**src/rtl/skpl_pkg.sv**
```systemverilog
// Shared types, constants and pointer helpers of the sorted key priority list.
package skpl_pkg;

  localparam int CAPACITY = 16;
  localparam int PTR_W    = $clog2(CAPACITY);
  localparam int CNT_W    = $clog2(CAPACITY + 1);
  localparam int KEY_W    = 16;
  localparam int TAG_W    = 16;
  localparam int ENTRY_W  = KEY_W + TAG_W;

  localparam logic [1:0] REQ_PREPEND = 2'd0;
  localparam logic [1:0] REQ_APPEND  = 2'd1;
  localparam logic [1:0] REQ_SORTED  = 2'd2;
  localparam logic [1:0] REQ_REMOVE  = 2'd3;

  localparam logic [1:0] STATUS_DONE  = 2'd0;
  localparam logic [1:0] STATUS_EMPTY = 2'd1;
  localparam logic [1:0] STATUS_FULL  = 2'd2;

  localparam logic signed [KEY_W-1:0] KEY_MIN = {1'b1, {(KEY_W-1){1'b0}}};
  localparam logic signed [KEY_W-1:0] KEY_MAX = {1'b0, {(KEY_W-1){1'b1}}};

  typedef logic [PTR_W-1:0] ptr_t;
  typedef logic [CNT_W-1:0] cnt_t;

  // One datapath operation per cycle, issued by the controller.
  typedef enum logic [3:0] {
    OP_NONE,
    OP_LOAD,
    OP_REJ_EMPTY,
    OP_REJ_FULL,
    OP_PUT_TAIL,
    OP_READ_HEAD,
    OP_READ_LAST,
    OP_WALK_START,
    OP_POP,
    OP_PREPEND,
    OP_APPEND,
    OP_SHIFT,
    OP_PLACE
  } op_e;

  // Status the datapath reports back to the controller.
  typedef struct packed {
    logic [1:0] req;
    logic       empty;
    logic       full;
    logic       left_zero;
    logic       key_gt;
  } skpl_stat_t;

  function automatic ptr_t ptr_inc(input ptr_t p);
    ptr_t r;
    r = (p == PTR_W'(CAPACITY - 1)) ? '0 : p + 1'b1;
    return r;
  endfunction

  function automatic ptr_t ptr_dec(input ptr_t p);
    ptr_t r;
    r = (p == '0) ? PTR_W'(CAPACITY - 1) : p - 1'b1;
    return r;
  endfunction

endpackage

```
**src/rtl/skpl_ram.sv**
```systemverilog
// Generic simple dual-port RAM with one write port and one registered read port.
module skpl_ram #(
  parameter int WIDTH = 32,
  parameter int DEPTH = 16
) (
  input  logic                     clk_i,
  input  logic                     we_i,
  input  logic [$clog2(DEPTH)-1:0] waddr_i,
  input  logic [WIDTH-1:0]         wdata_i,
  input  logic                     re_i,
  input  logic [$clog2(DEPTH)-1:0] raddr_i,
  output logic [WIDTH-1:0]         rdata_o
);

  logic [WIDTH-1:0] mem_q [DEPTH];
  logic [WIDTH-1:0] rdata_q;

  always_ff @(posedge clk_i) begin
    if (we_i) begin
      mem_q[waddr_i] <= wdata_i;
    end
    if (re_i) begin
      rdata_q <= mem_q[raddr_i];
    end
  end

  assign rdata_o = rdata_q;

endmodule

```
**src/rtl/skpl_datapath.sv**
```systemverilog
// Datapath: entry storage, ring pointers, insert walk registers and result registers.
module skpl_datapath import skpl_pkg::*; (
  input  logic                    clk_i,
  input  logic                    rst_ni,
  input  op_e                     op_i,
  input  logic [1:0]              req_type_i,
  input  logic [TAG_W-1:0]        item_tag_i,
  input  logic signed [KEY_W-1:0] sort_key_i,
  output skpl_stat_t              stat_o,
  output logic                    result_valid_o,
  output logic [1:0]              status_o,
  output logic [TAG_W-1:0]        removed_tag_o,
  output logic signed [KEY_W-1:0] removed_key_o,
  output logic                    now_empty_o
);

  logic [1:0]              req_q, req_d;
  logic [TAG_W-1:0]        tag_q, tag_d;
  logic signed [KEY_W-1:0] key_q, key_d;

  ptr_t head_q, head_d;
  ptr_t tail_q, tail_d;
  cnt_t count_q, count_d;
  ptr_t hole_q, hole_d;
  ptr_t rd_ptr_q, rd_ptr_d;
  cnt_t left_q, left_d;

  logic                    res_valid_q, res_valid_d;
  logic [1:0]              res_status_q, res_status_d;
  logic [TAG_W-1:0]        res_tag_q, res_tag_d;
  logic signed [KEY_W-1:0] res_key_q, res_key_d;
  logic                    res_empty_q, res_empty_d;

  logic                    we, re;
  ptr_t                    waddr, raddr;
  logic [ENTRY_W-1:0]      wdata, rdata;
  logic signed [KEY_W-1:0] rd_key, new_key;
  logic [TAG_W-1:0]        rd_tag;
  ptr_t                    last, prehead;
  logic                    fin, fin_pop;
  logic [1:0]              fin_status;

  skpl_ram #(.WIDTH(ENTRY_W), .DEPTH(CAPACITY)) u_ram (
    .clk_i   (clk_i),
    .we_i    (we),
    .waddr_i (waddr),
    .wdata_i (wdata),
    .re_i    (re),
    .raddr_i (raddr),
    .rdata_o (rdata)
  );

  assign rd_key  = signed'(rdata[ENTRY_W-1:TAG_W]);
  assign rd_tag  = rdata[TAG_W-1:0];
  assign last    = ptr_dec(tail_q);
  assign prehead = ptr_dec(head_q);
  assign new_key = (req_q == REQ_SORTED) ? key_q : '0;

  always_comb begin
    req_d        = req_q;
    tag_d        = tag_q;
    key_d        = key_q;
    head_d       = head_q;
    tail_d       = tail_q;
    count_d      = count_q;
    hole_d       = hole_q;
    rd_ptr_d     = rd_ptr_q;
    left_d       = left_q;
    we           = 1'b0;
    re           = 1'b0;
    waddr        = tail_q;
    raddr        = head_q;
    wdata        = rdata;
    fin          = 1'b0;
    fin_pop      = 1'b0;
    fin_status   = STATUS_DONE;
    unique case (op_i)
      OP_LOAD: begin
        req_d = req_type_i;
        tag_d = item_tag_i;
        key_d = sort_key_i;
      end
      OP_REJ_EMPTY: begin
        fin        = 1'b1;
        fin_status = STATUS_EMPTY;
      end
      OP_REJ_FULL: begin
        fin        = 1'b1;
        fin_status = STATUS_FULL;
      end
      OP_PUT_TAIL: begin
        we      = 1'b1;
        waddr   = tail_q;
        wdata   = {new_key, tag_q};
        tail_d  = ptr_inc(tail_q);
        count_d = count_q + 1'b1;
        fin     = 1'b1;
      end
      OP_READ_HEAD: begin
        re    = 1'b1;
        raddr = head_q;
      end
      OP_READ_LAST: begin
        re    = 1'b1;
        raddr = last;
      end
      OP_WALK_START: begin
        re       = 1'b1;
        raddr    = last;
        hole_d   = tail_q;
        rd_ptr_d = ptr_dec(last);
        left_d   = count_q - 1'b1;
      end
      OP_POP: begin
        head_d  = ptr_inc(head_q);
        count_d = count_q - 1'b1;
        fin     = 1'b1;
        fin_pop = 1'b1;
      end
      OP_PREPEND: begin
        we      = 1'b1;
        waddr   = prehead;
        wdata   = {((rd_key == KEY_MIN) ? rd_key : rd_key - 1'b1), tag_q};
        head_d  = prehead;
        count_d = count_q + 1'b1;
        fin     = 1'b1;
      end
      OP_APPEND: begin
        we      = 1'b1;
        waddr   = tail_q;
        wdata   = {((rd_key == KEY_MAX) ? rd_key : rd_key + 1'b1), tag_q};
        tail_d  = ptr_inc(tail_q);
        count_d = count_q + 1'b1;
        fin     = 1'b1;
      end
      OP_SHIFT: begin
        // Move the entry just read one slot up; fetch the next one below it while entries are left.
        we     = 1'b1;
        waddr  = hole_q;
        wdata  = rdata;
        hole_d = ptr_dec(hole_q);
        if (left_q != '0) begin
          re       = 1'b1;
          raddr    = rd_ptr_q;
          rd_ptr_d = ptr_dec(rd_ptr_q);
          left_d   = left_q - 1'b1;
        end
      end
      OP_PLACE: begin
        we      = 1'b1;
        waddr   = hole_q;
        wdata   = {key_q, tag_q};
        tail_d  = ptr_inc(tail_q);
        count_d = count_q + 1'b1;
        fin     = 1'b1;
      end
      default: begin
      end
    endcase
  end

  always_comb begin
    res_valid_d  = fin;
    res_status_d = res_status_q;
    res_tag_d    = res_tag_q;
    res_key_d    = res_key_q;
    res_empty_d  = res_empty_q;
    if (fin) begin
      res_status_d = fin_status;
      res_tag_d    = fin_pop ? rd_tag : '0;
      res_key_d    = fin_pop ? rd_key : '0;
      res_empty_d  = (count_d == '0);
    end
  end

  always_ff @(posedge clk_i or negedge rst_ni) begin
    if (!rst_ni) begin
      head_q      <= '0;
      tail_q      <= '0;
      count_q     <= '0;
      res_valid_q <= 1'b0;
    end else begin
      head_q      <= head_d;
      tail_q      <= tail_d;
      count_q     <= count_d;
      res_valid_q <= res_valid_d;
    end
  end

  always_ff @(posedge clk_i) begin
    req_q        <= req_d;
    tag_q        <= tag_d;
    key_q        <= key_d;
    hole_q       <= hole_d;
    rd_ptr_q     <= rd_ptr_d;
    left_q       <= left_d;
    res_status_q <= res_status_d;
    res_tag_q    <= res_tag_d;
    res_key_q    <= res_key_d;
    res_empty_q  <= res_empty_d;
  end

  assign stat_o.req       = req_q;
  assign stat_o.empty     = (count_q == '0);
  assign stat_o.full      = (count_q == CNT_W'(CAPACITY));
  assign stat_o.left_zero = (left_q == '0);
  assign stat_o.key_gt    = (rd_key > key_q);

  assign result_valid_o = res_valid_q;
  assign status_o       = res_status_q;
  assign removed_tag_o  = res_tag_q;
  assign removed_key_o  = res_key_q;
  assign now_empty_o    = res_empty_q;

endmodule

```
**src/rtl/skpl_ctrl.sv**
```systemverilog
// Controller state machine that sequences one request through the datapath.
module skpl_ctrl import skpl_pkg::*; (
  input  logic       clk_i,
  input  logic       rst_ni,
  input  logic       start_i,
  input  skpl_stat_t stat_i,
  output op_e        op_o,
  output logic       busy_o
);

  localparam logic [2:0] S_IDLE  = 3'd0;
  localparam logic [2:0] S_EXEC  = 3'd1;
  localparam logic [2:0] S_FETCH = 3'd2;
  localparam logic [2:0] S_CMP   = 3'd3;
  localparam logic [2:0] S_PLACE = 3'd4;

  logic [2:0] state_q, state_d;

  always_comb begin
    state_d = state_q;
    op_o    = OP_NONE;
    unique case (state_q)
      S_IDLE: begin
        if (start_i) begin
          op_o    = OP_LOAD;
          state_d = S_EXEC;
        end
      end
      S_EXEC: begin
        state_d = S_IDLE;
        priority if (stat_i.req == REQ_REMOVE) begin
          if (stat_i.empty) begin
            op_o = OP_REJ_EMPTY;
          end else begin
            op_o    = OP_READ_HEAD;
            state_d = S_FETCH;
          end
        end else if (stat_i.full) begin
          op_o = OP_REJ_FULL;
        end else if (stat_i.empty) begin
          op_o = OP_PUT_TAIL;
        end else if (stat_i.req == REQ_PREPEND) begin
          op_o    = OP_READ_HEAD;
          state_d = S_FETCH;
        end else if (stat_i.req == REQ_APPEND) begin
          op_o    = OP_READ_LAST;
          state_d = S_FETCH;
        end else begin
          op_o    = OP_WALK_START;
          state_d = S_CMP;
        end
      end
      S_FETCH: begin
        state_d = S_IDLE;
        unique case (stat_i.req)
          REQ_REMOVE:  op_o = OP_POP;
          REQ_PREPEND: op_o = OP_PREPEND;
          REQ_APPEND:  op_o = OP_APPEND;
          default:     op_o = OP_NONE;
        endcase
      end
      S_CMP: begin
        if (stat_i.key_gt) begin
          op_o    = OP_SHIFT;
          state_d = stat_i.left_zero ? S_PLACE : S_CMP;
        end else begin
          op_o    = OP_PLACE;
          state_d = S_IDLE;
        end
      end
      S_PLACE: begin
        op_o    = OP_PLACE;
        state_d = S_IDLE;
      end
      default: begin
        state_d = S_IDLE;
      end
    endcase
  end

  always_ff @(posedge clk_i or negedge rst_ni) begin
    if (!rst_ni) begin
      state_q <= S_IDLE;
    end else begin
      state_q <= state_d;
    end
  end

  assign busy_o = (state_q != S_IDLE);

endmodule

```
**src/rtl/sorted_key_priority_list.sv**
```systemverilog
// Top level of the sorted key priority list: controller plus datapath.
//
//   Channel  | Handshake                   | Payload
//   ---------+-----------------------------+-----------------------------------------
//   request  | start (in), busy (out)      | req_type_i, item_tag_i, sort_key_i
//   result   | result_valid_o (strobe)     | status_o, removed_tag_o, removed_key_o,
//            |                             | now_empty_o
//
// A request transfer happens on a rising edge with start high and busy low.
// The result strobe is registered from the last step of a request: it follows the execute
// state for a refused request or an insert into an empty list, the fetch state for remove,
// prepend and append, and the compare walk and place step for a sorted insert; the insert
// walk covers one stored entry per cycle through the RAM read port.
// Busy drops with the strobe, as both are set when the controller returns to idle.
// Reset is asynchronous and active low; it empties the list and clears the strobe.
// The receiver cannot stall: each result is shown for exactly one cycle, and a new
// request may be taken in that same cycle.
module sorted_key_priority_list import skpl_pkg::*; (
  input  logic                    clk_i,
  input  logic                    rst_ni,
  input  logic                    start,
  output logic                    busy,
  input  logic [1:0]              req_type_i,
  input  logic [TAG_W-1:0]        item_tag_i,
  input  logic signed [KEY_W-1:0] sort_key_i,
  output logic                    result_valid_o,
  output logic [1:0]              status_o,
  output logic [TAG_W-1:0]        removed_tag_o,
  output logic signed [KEY_W-1:0] removed_key_o,
  output logic                    now_empty_o
);

  // The entries live in a ring buffer in one RAM, head at head_q and the next free
  // slot at tail_q, so prepend, append and remove never move stored entries.
  // A sorted insert walks down from the tail, shifting each larger key up by one slot,
  // and drops the new entry into the hole once it meets a key that is not larger or has shifted every entry.

  op_e        op;
  skpl_stat_t stat;

  skpl_ctrl u_ctrl (
    .clk_i   (clk_i),
    .rst_ni  (rst_ni),
    .start_i (start),
    .stat_i  (stat),
    .op_o    (op),
    .busy_o  (busy)
  );

  skpl_datapath u_datapath (
    .clk_i          (clk_i),
    .rst_ni         (rst_ni),
    .op_i           (op),
    .req_type_i     (req_type_i),
    .item_tag_i     (item_tag_i),
    .sort_key_i     (sort_key_i),
    .stat_o         (stat),
    .result_valid_o (result_valid_o),
    .status_o       (status_o),
    .removed_tag_o  (removed_tag_o),
    .removed_key_o  (removed_key_o),
    .now_empty_o    (now_empty_o)
  );

endmodule

```
**config.mk**
```make
export PLATFORM = sky130hd
export DESIGN_NAME = sorted_key_priority_list
export DESIGN_NICKNAME = d
export VERILOG_FILES = /design/src/rtl/skpl_pkg.sv /design/src/rtl/skpl_ram.sv /design/src/rtl/skpl_datapath.sv /design/src/rtl/skpl_ctrl.sv /design/src/rtl/sorted_key_priority_list.sv
export SDC_FILE = /design/constraint.sdc
export NUM_CORES = 1
export LEC_CHECK = 0
export BUFFER_PORTS_ARGS = -buffer_cell sky130_fd_sc_hd__buf_2
export CAP_MARGIN = 20
export CORE_MARGIN = 3
export CORE_UTILIZATION = 35
export DETAILED_ROUTE_END_ITERATION = 10
export PLACE_DENSITY = 0.56
export REMOVE_ABC_BUFFERS = 1
export SYNTH_ARGS = -nofsm -noshare
export SYNTH_HDL_FRONTEND = slang
export SYNTH_HIERARCHICAL = 1
export SYNTH_SLANG_ARGS = --single-unit
```
**constraint.sdc**
```tcl
create_clock -name clk_i -period 7.2 [get_ports clk_i]
set_input_delay 0.72 -clock clk_i [delete_from_list [all_inputs] [get_ports clk_i]]
set_output_delay 0.72 -clock clk_i [all_outputs]
set_load 0.05 [all_outputs]
```
### Word-level counts from Yosys, hierarchy flattened

Memories as Yosys holds them, arrays and structs flattened. A register that Yosys moved wholly into a read port is not among the register bits.
Index checks and enable logic that the tools add are counted.

* register bits: 99
* memory bits (writable): 512
* bits of input ports: 37
* memories: 1

Memory list
* u_datapath.u_ram.mem_q: words 16, width 32, rd ports 1, clocked after Yosys merged registers in 1, write ports 1, line skpl_ram.sv:15 `logic [WIDTH-1:0] mem_q [DEPTH];`

* add/subtract/negate cells: 12
* magnitude comparators: 1
* equality and inequality tests: 26
* mux-type cells: 49
* reduce and logical (&&, ||, !) cells: 22

Operators with widths (count)
* 32-bit case mux with 4 select lines: 1
* 4-bit two-way mux: 13
* 16-bit two-way mux: 3
* 4-bit case mux with 2 select lines: 5
* 16-bit equality test, second input constant: 2
* 4-bit equality test, second input constant: 7
* 3-bit two-way mux: 9
* 4-bit logical NOT: 5
* 4-bit case mux with 5 select lines: 1
* 5-bit case mux with 2 select lines: 2
* 4-bit by 1-bit subtractor with 4-bit output, second input constant: 5
* 16-bit by 1-bit adder with 16-bit output, second input constant: 1
* 4-bit by 3-bit equality test with 1-bit output, second input constant: 4
* 16-bit > comparator: 1
* 16-bit by 1-bit subtractor with 16-bit output, second input constant: 1
* 5-bit logical NOT: 3
* 4-bit case mux with 3 select lines: 1
* 5-bit by 1-bit subtractor with 5-bit output, second input constant: 2
* 1-bit two-way mux: 9
* 3-bit case mux with 3 select lines: 1
* 4-bit by 1-bit adder with 4-bit output, second input constant: 2
* 4-bit by 2-bit equality test with 1-bit output, second input constant: 2
* 7-bit OR reduction: 1
* 3-bit by 2-bit equality test with 1-bit output, second input constant: 2
* other kinds (23): 27

### Longest topological paths before layout

* depth in word-level cells: 12
* gate-level depth with buffers: 22
* mapped depth without buffers: 18

### By module

The synthesis kept the hierarchy.

Modules (own cells, without submodules)
* skpl_ram: instances 1, cells an instance 838, area each 20155.6 um^2, seq. area each 16335.7 um^2
* skpl_datapath: instances 1, cells an instance 662, area each 6339.8 um^2, seq. area each 2812.7 um^2
* skpl_ctrl: instances 1, cells an instance 37, area each 307.8 um^2, seq. area each 75.1 um^2

### Worst setup path before layout

OpenSTA, ideal clock, no wires.

* path kind: register -> register
* start point: register u_datapath.u_ram.rdata_q[28], in the netlist u_datapath/u_ram/rdata_o[28], read port of u_datapath.u_ram.mem_q
* end point: memory u_datapath.u_ram.mem_q[0][0] (enable)
* library setup time: 0.461 ns
* data arrival time: 6.340 ns
* required time: 6.739 ns
* path slack: 0.399 ns
* cell stages (with the launch flop): 16
* path buffers: 2
* period minus slack after synthesis: 6.801 ns
* path through: edfxtp_1 > ha_1 > nand3_1 > or3_1 > or2_2 > a31oi_1 > nand2_1 > o311a_2 > nor3_1 > nor4bb_1 > clkbuf_1 > clkbuf_1 > nor2_1 > a221o_1 > or3b_2 > nor3_1

RTL lines
* from (decl): line skpl_ram.sv:16 `logic [WIDTH-1:0] rdata_q;`
* to (decl): line skpl_ram.sv:15

==> key figures <==
Logic synthesis
  – Post-Synthesis Cells: 1537
  – EDFF count, synth: 626
  – Yosys cell types: 88
  – Seq cells post-synth: 643
  – Synth Area per Inst: 17.4 sq um
  – Post-synthesis sequential area ratio: 71.7%
  – Async SR Flop Fraction: 2.64%
  – Top_reg_cell synth: edfxtp_1
  – Post-Synthesis Cell Area: 26800 sq um
  – Synth warn: 6

Clocking
  – Root Buffer: clkbuf_16
  – Total setup buffers inserted after CTS: 0
  – Num CTS Buffers: 69
  – Clk_lat worst skew: 620 ps
  – Post-CTS Hold Fix Bufs: 0
  – CTS H-tree lvls: 3
  – Clock transition at path regs: 60 ps
  – # resized after CTS: 0
  – Max Buffers Root-to-Sink: 3
  – CTS tree: yes
  – Clk sinks: 643

STA
  – RSZ-0062 raised after global routing: no
  – Slew Limit Fails: 0
  – Slew headroom: 27.2%
  – Minimum clock period: 6370 ps
  – Tightest Pin Transition: 1080 ps
  – Hold slack: 46.9 ps
  – Endpoints failing hold: 0
  – Max Freq: 157 MHz
  – Layout Skew: 25.4 ps
  – Final setup TNS: 0 ps
  – Final setup fails: 0
  – Tcrit/Tclk final: 88.5%

Job
  – Max_cap viols: 0

Cells and area
  – Share of cells above drive strength 1: 24.6%
  – Commonest non-fill, non-tap cell in the layout: edfxtp_1
  – Area grow syn2layout: 16.2%
  – Most frequent cells in the layout: edfxtp_1, nand2_1, mux4_2
  – Final nets: 1722
  – Final Non-Filler Cells: 2723

Detailed routing
  – Drc violations: 0
  – Routed WL: 71.1 mm
  – Vias per inst: 5.54
  – Initial DRC Count: 1615
  – Routed Antenna Nets: 0
  – Vias: 15100
  – Pre-Repair DR Iteration Count: 5
  – Wire length per cell: 26.1 um

Global routing
  – Pin count of the biggest net entering global routing: 89
  – Antenna violations before repair: 4
  – All-Layer GR Usage: 17.9%
  – Remaining global-route overflow: 0
  – Vias in the first global route: 15000
  – First-pass GRT wire length: 103 mm

Worst setup path
  – Critical path class: reg2reg
  – Critical-path maximum fanout: 34
  – Crit start category: flip-flop
  – Critical path endpoint category: flip-flop
  – CP Data Arrival Time: 6730 ps
  – Worst Path Required: 7560 ps

Place
  – HPWL Detailed: 40.5 mm
  – # placed instances: 2596
  – Placer Congestion: 0.878
  – Port Buffers: 73

Floorplan
  – I/O pin count: 74
  – Chip height: 283 um
  – Die footprint: 79900 sq um
  – Core Region: 75200 sq um
  – Die X: 283 um
  – Starting Density: 35.6%
  – # rows: 100

Status
  – Status: finished, final reports clean

Worst hold path
  – Worst hold path class: in2async
## per-layer routing
layer | up-vias | wire length (um) | GRT usage, %
li1 | 6447 | - | -
met5 | - | 7 | 0
met2 | 574 | 32600 | 27.4
met1 | 7953 | 31900 | 26.3
met3 | 120 | 4610 | 2.96
met4 | 2 | 2010 | 5.62
## metrics by stage
stage	setup WS, ps	instance area (sq um)	util, %
2_1_floorplan	-6140	26400	-
5_1_grt	496	31100	41.4
6_report	828	31100	41.4
3_3_place_gp	1060	28800	38.3
3_5_place_dp	946	28800	38.4
4_1_cts	916	31100	41.4
## cell type report
cell class | instances | area, sq um
Inverter | 43 | 161
Multi-Input combinational cell | 761 | 7220
Clock buffer | 93 | 1880
Tap cell | 1020 | 1280
Antenna cell | 1 | 2.50
Sequential cell | 643 | 19200
Timing Repair Buffer | 130 | 968
Clock inverter | 32 | 404
Fill cell | 6685 | 44100
## kinds of logic after synthesis
| kind of cell | Yosys count | synth area share, % |
|---|---|---|
| AO/OA/AOI/OAI | 229 | 6.17 |
| flip-flops | 643 | 71.7 |
| AND/OR/NAND/NOR | 348 | 6.81 |
| adder cells (fa/ha/maj) | 38 | 1.76 |
| XOR/XNOR | 15 | 0.490 |
| buffers and inverters | 133 | 2.18 |
| multiplexers | 131 | 10.9 |
## cell usage after synthesis, types with 5 or more instances
cell | instances | area share, %
nor4b_1 | 5 | 0.16
a31oi_1 | 7 | 0.16
clkbuf_1 | 44 | 0.62
inv_1 | 42 | 0.59
a221o_1 | 12 | 0.45
o211ai_1 | 6 | 0.17
a21o_1 | 10 | 0.28
xnor2_1 | 10 | 0.33
nand4_1 | 10 | 0.23
nand2_1 | 128 | 1.8
dfrtp_1 | 17 | 1.6
buf_1 | 11 | 0.15
a31o_2 | 5 | 0.16
a221oi_1 | 5 | 0.16
a22oi_1 | 66 | 1.8
nor3_1 | 30 | 0.56
nor2b_1 | 9 | 0.21
and3_1 | 29 | 0.68
a21oi_1 | 33 | 0.62
xor2_1 | 5 | 0.16
o21ai_0 | 31 | 0.58
a211oi_1 | 9 | 0.25
nand3_1 | 19 | 0.35
mux4_2 | 128 | 11
nand2b_1 | 7 | 0.16
or2_2 | 6 | 0.14
buf_4 | 9 | 0.25
nor2_1 | 49 | 0.69
edfxtp_1 | 626 | 70
ha_1 | 37 | 1.7
o21a_1 | 6 | 0.17
nor4_1 | 8 | 0.19
buf_2 | 21 | 0.39
and2_1 | 7 | 0.16
## flip-flops by register name, summed over array words and instances (netlist names)
name and cells:
u_datapath/hole_q 4, u_datapath/status_o 2, u_datapath/result_valid_o 1, u_datapath/u_ram/rdata_o 32
u_datapath/tag_q 16, u_datapath/u_ram/mem_q 512, u_datapath/key_q 16, u_datapath/head_q 4
u_datapath/rd_ptr_q 4, u_datapath/now_empty_o 1, u_datapath/removed_key_o 16, u_datapath/removed_tag_o 16
u_datapath/left_q 5, u_datapath/tail_q 4, u_datapath/req_q 2, u_datapath/count_q 5
u_ctrl/state_q 3
## worst paths after layout
| path | startpoint | end | slack, ps | depth (start not counted) |
|---|---|---|---|---|
| worst max-delay path | u_datapath/u_ram/rdata_o[28] | u_datapath/u_ram/rdata_o[27] | 830 | 17 |
| worst min-delay path | rst_ni | u_datapath/head_q[3] | 50 | 1 |
| worst max register to register | u_datapath/u_ram/rdata_o[28] | u_datapath/u_ram/rdata_o[27] | 830 | 17 |
| worst min register to register | u_datapath/u_ram/rdata_o[15] | u_datapath/removed_tag_o[15] | 590 | 1 |
| max in group asynchronous | rst_ni | u_ctrl/state_q[0] | 6800 | 1 |
| min in group clk_i | item_tag_i[10] | u_datapath/tag_q[10] | 280 | 1 |
## critical path: stages, from the launching register on
cell	delay [ps]
edfxtp_1	590
ha_1	370
nand3_1	80
or3_1	410
or2_2	310
a31oi_1	570
nand2_1	200
o311a_2	180
nor3_2	160
buf_4	260
nand2_1	160
or2_2	530
nor2_1	450
a221o_4	560
buf_12	340
mux4_2	550
a22oi_1	240
nand2_1	100
Power is left out: the tool's default activity adds up to more than one toggle a clock period on the data nets, which glitch-free logic cannot reach.
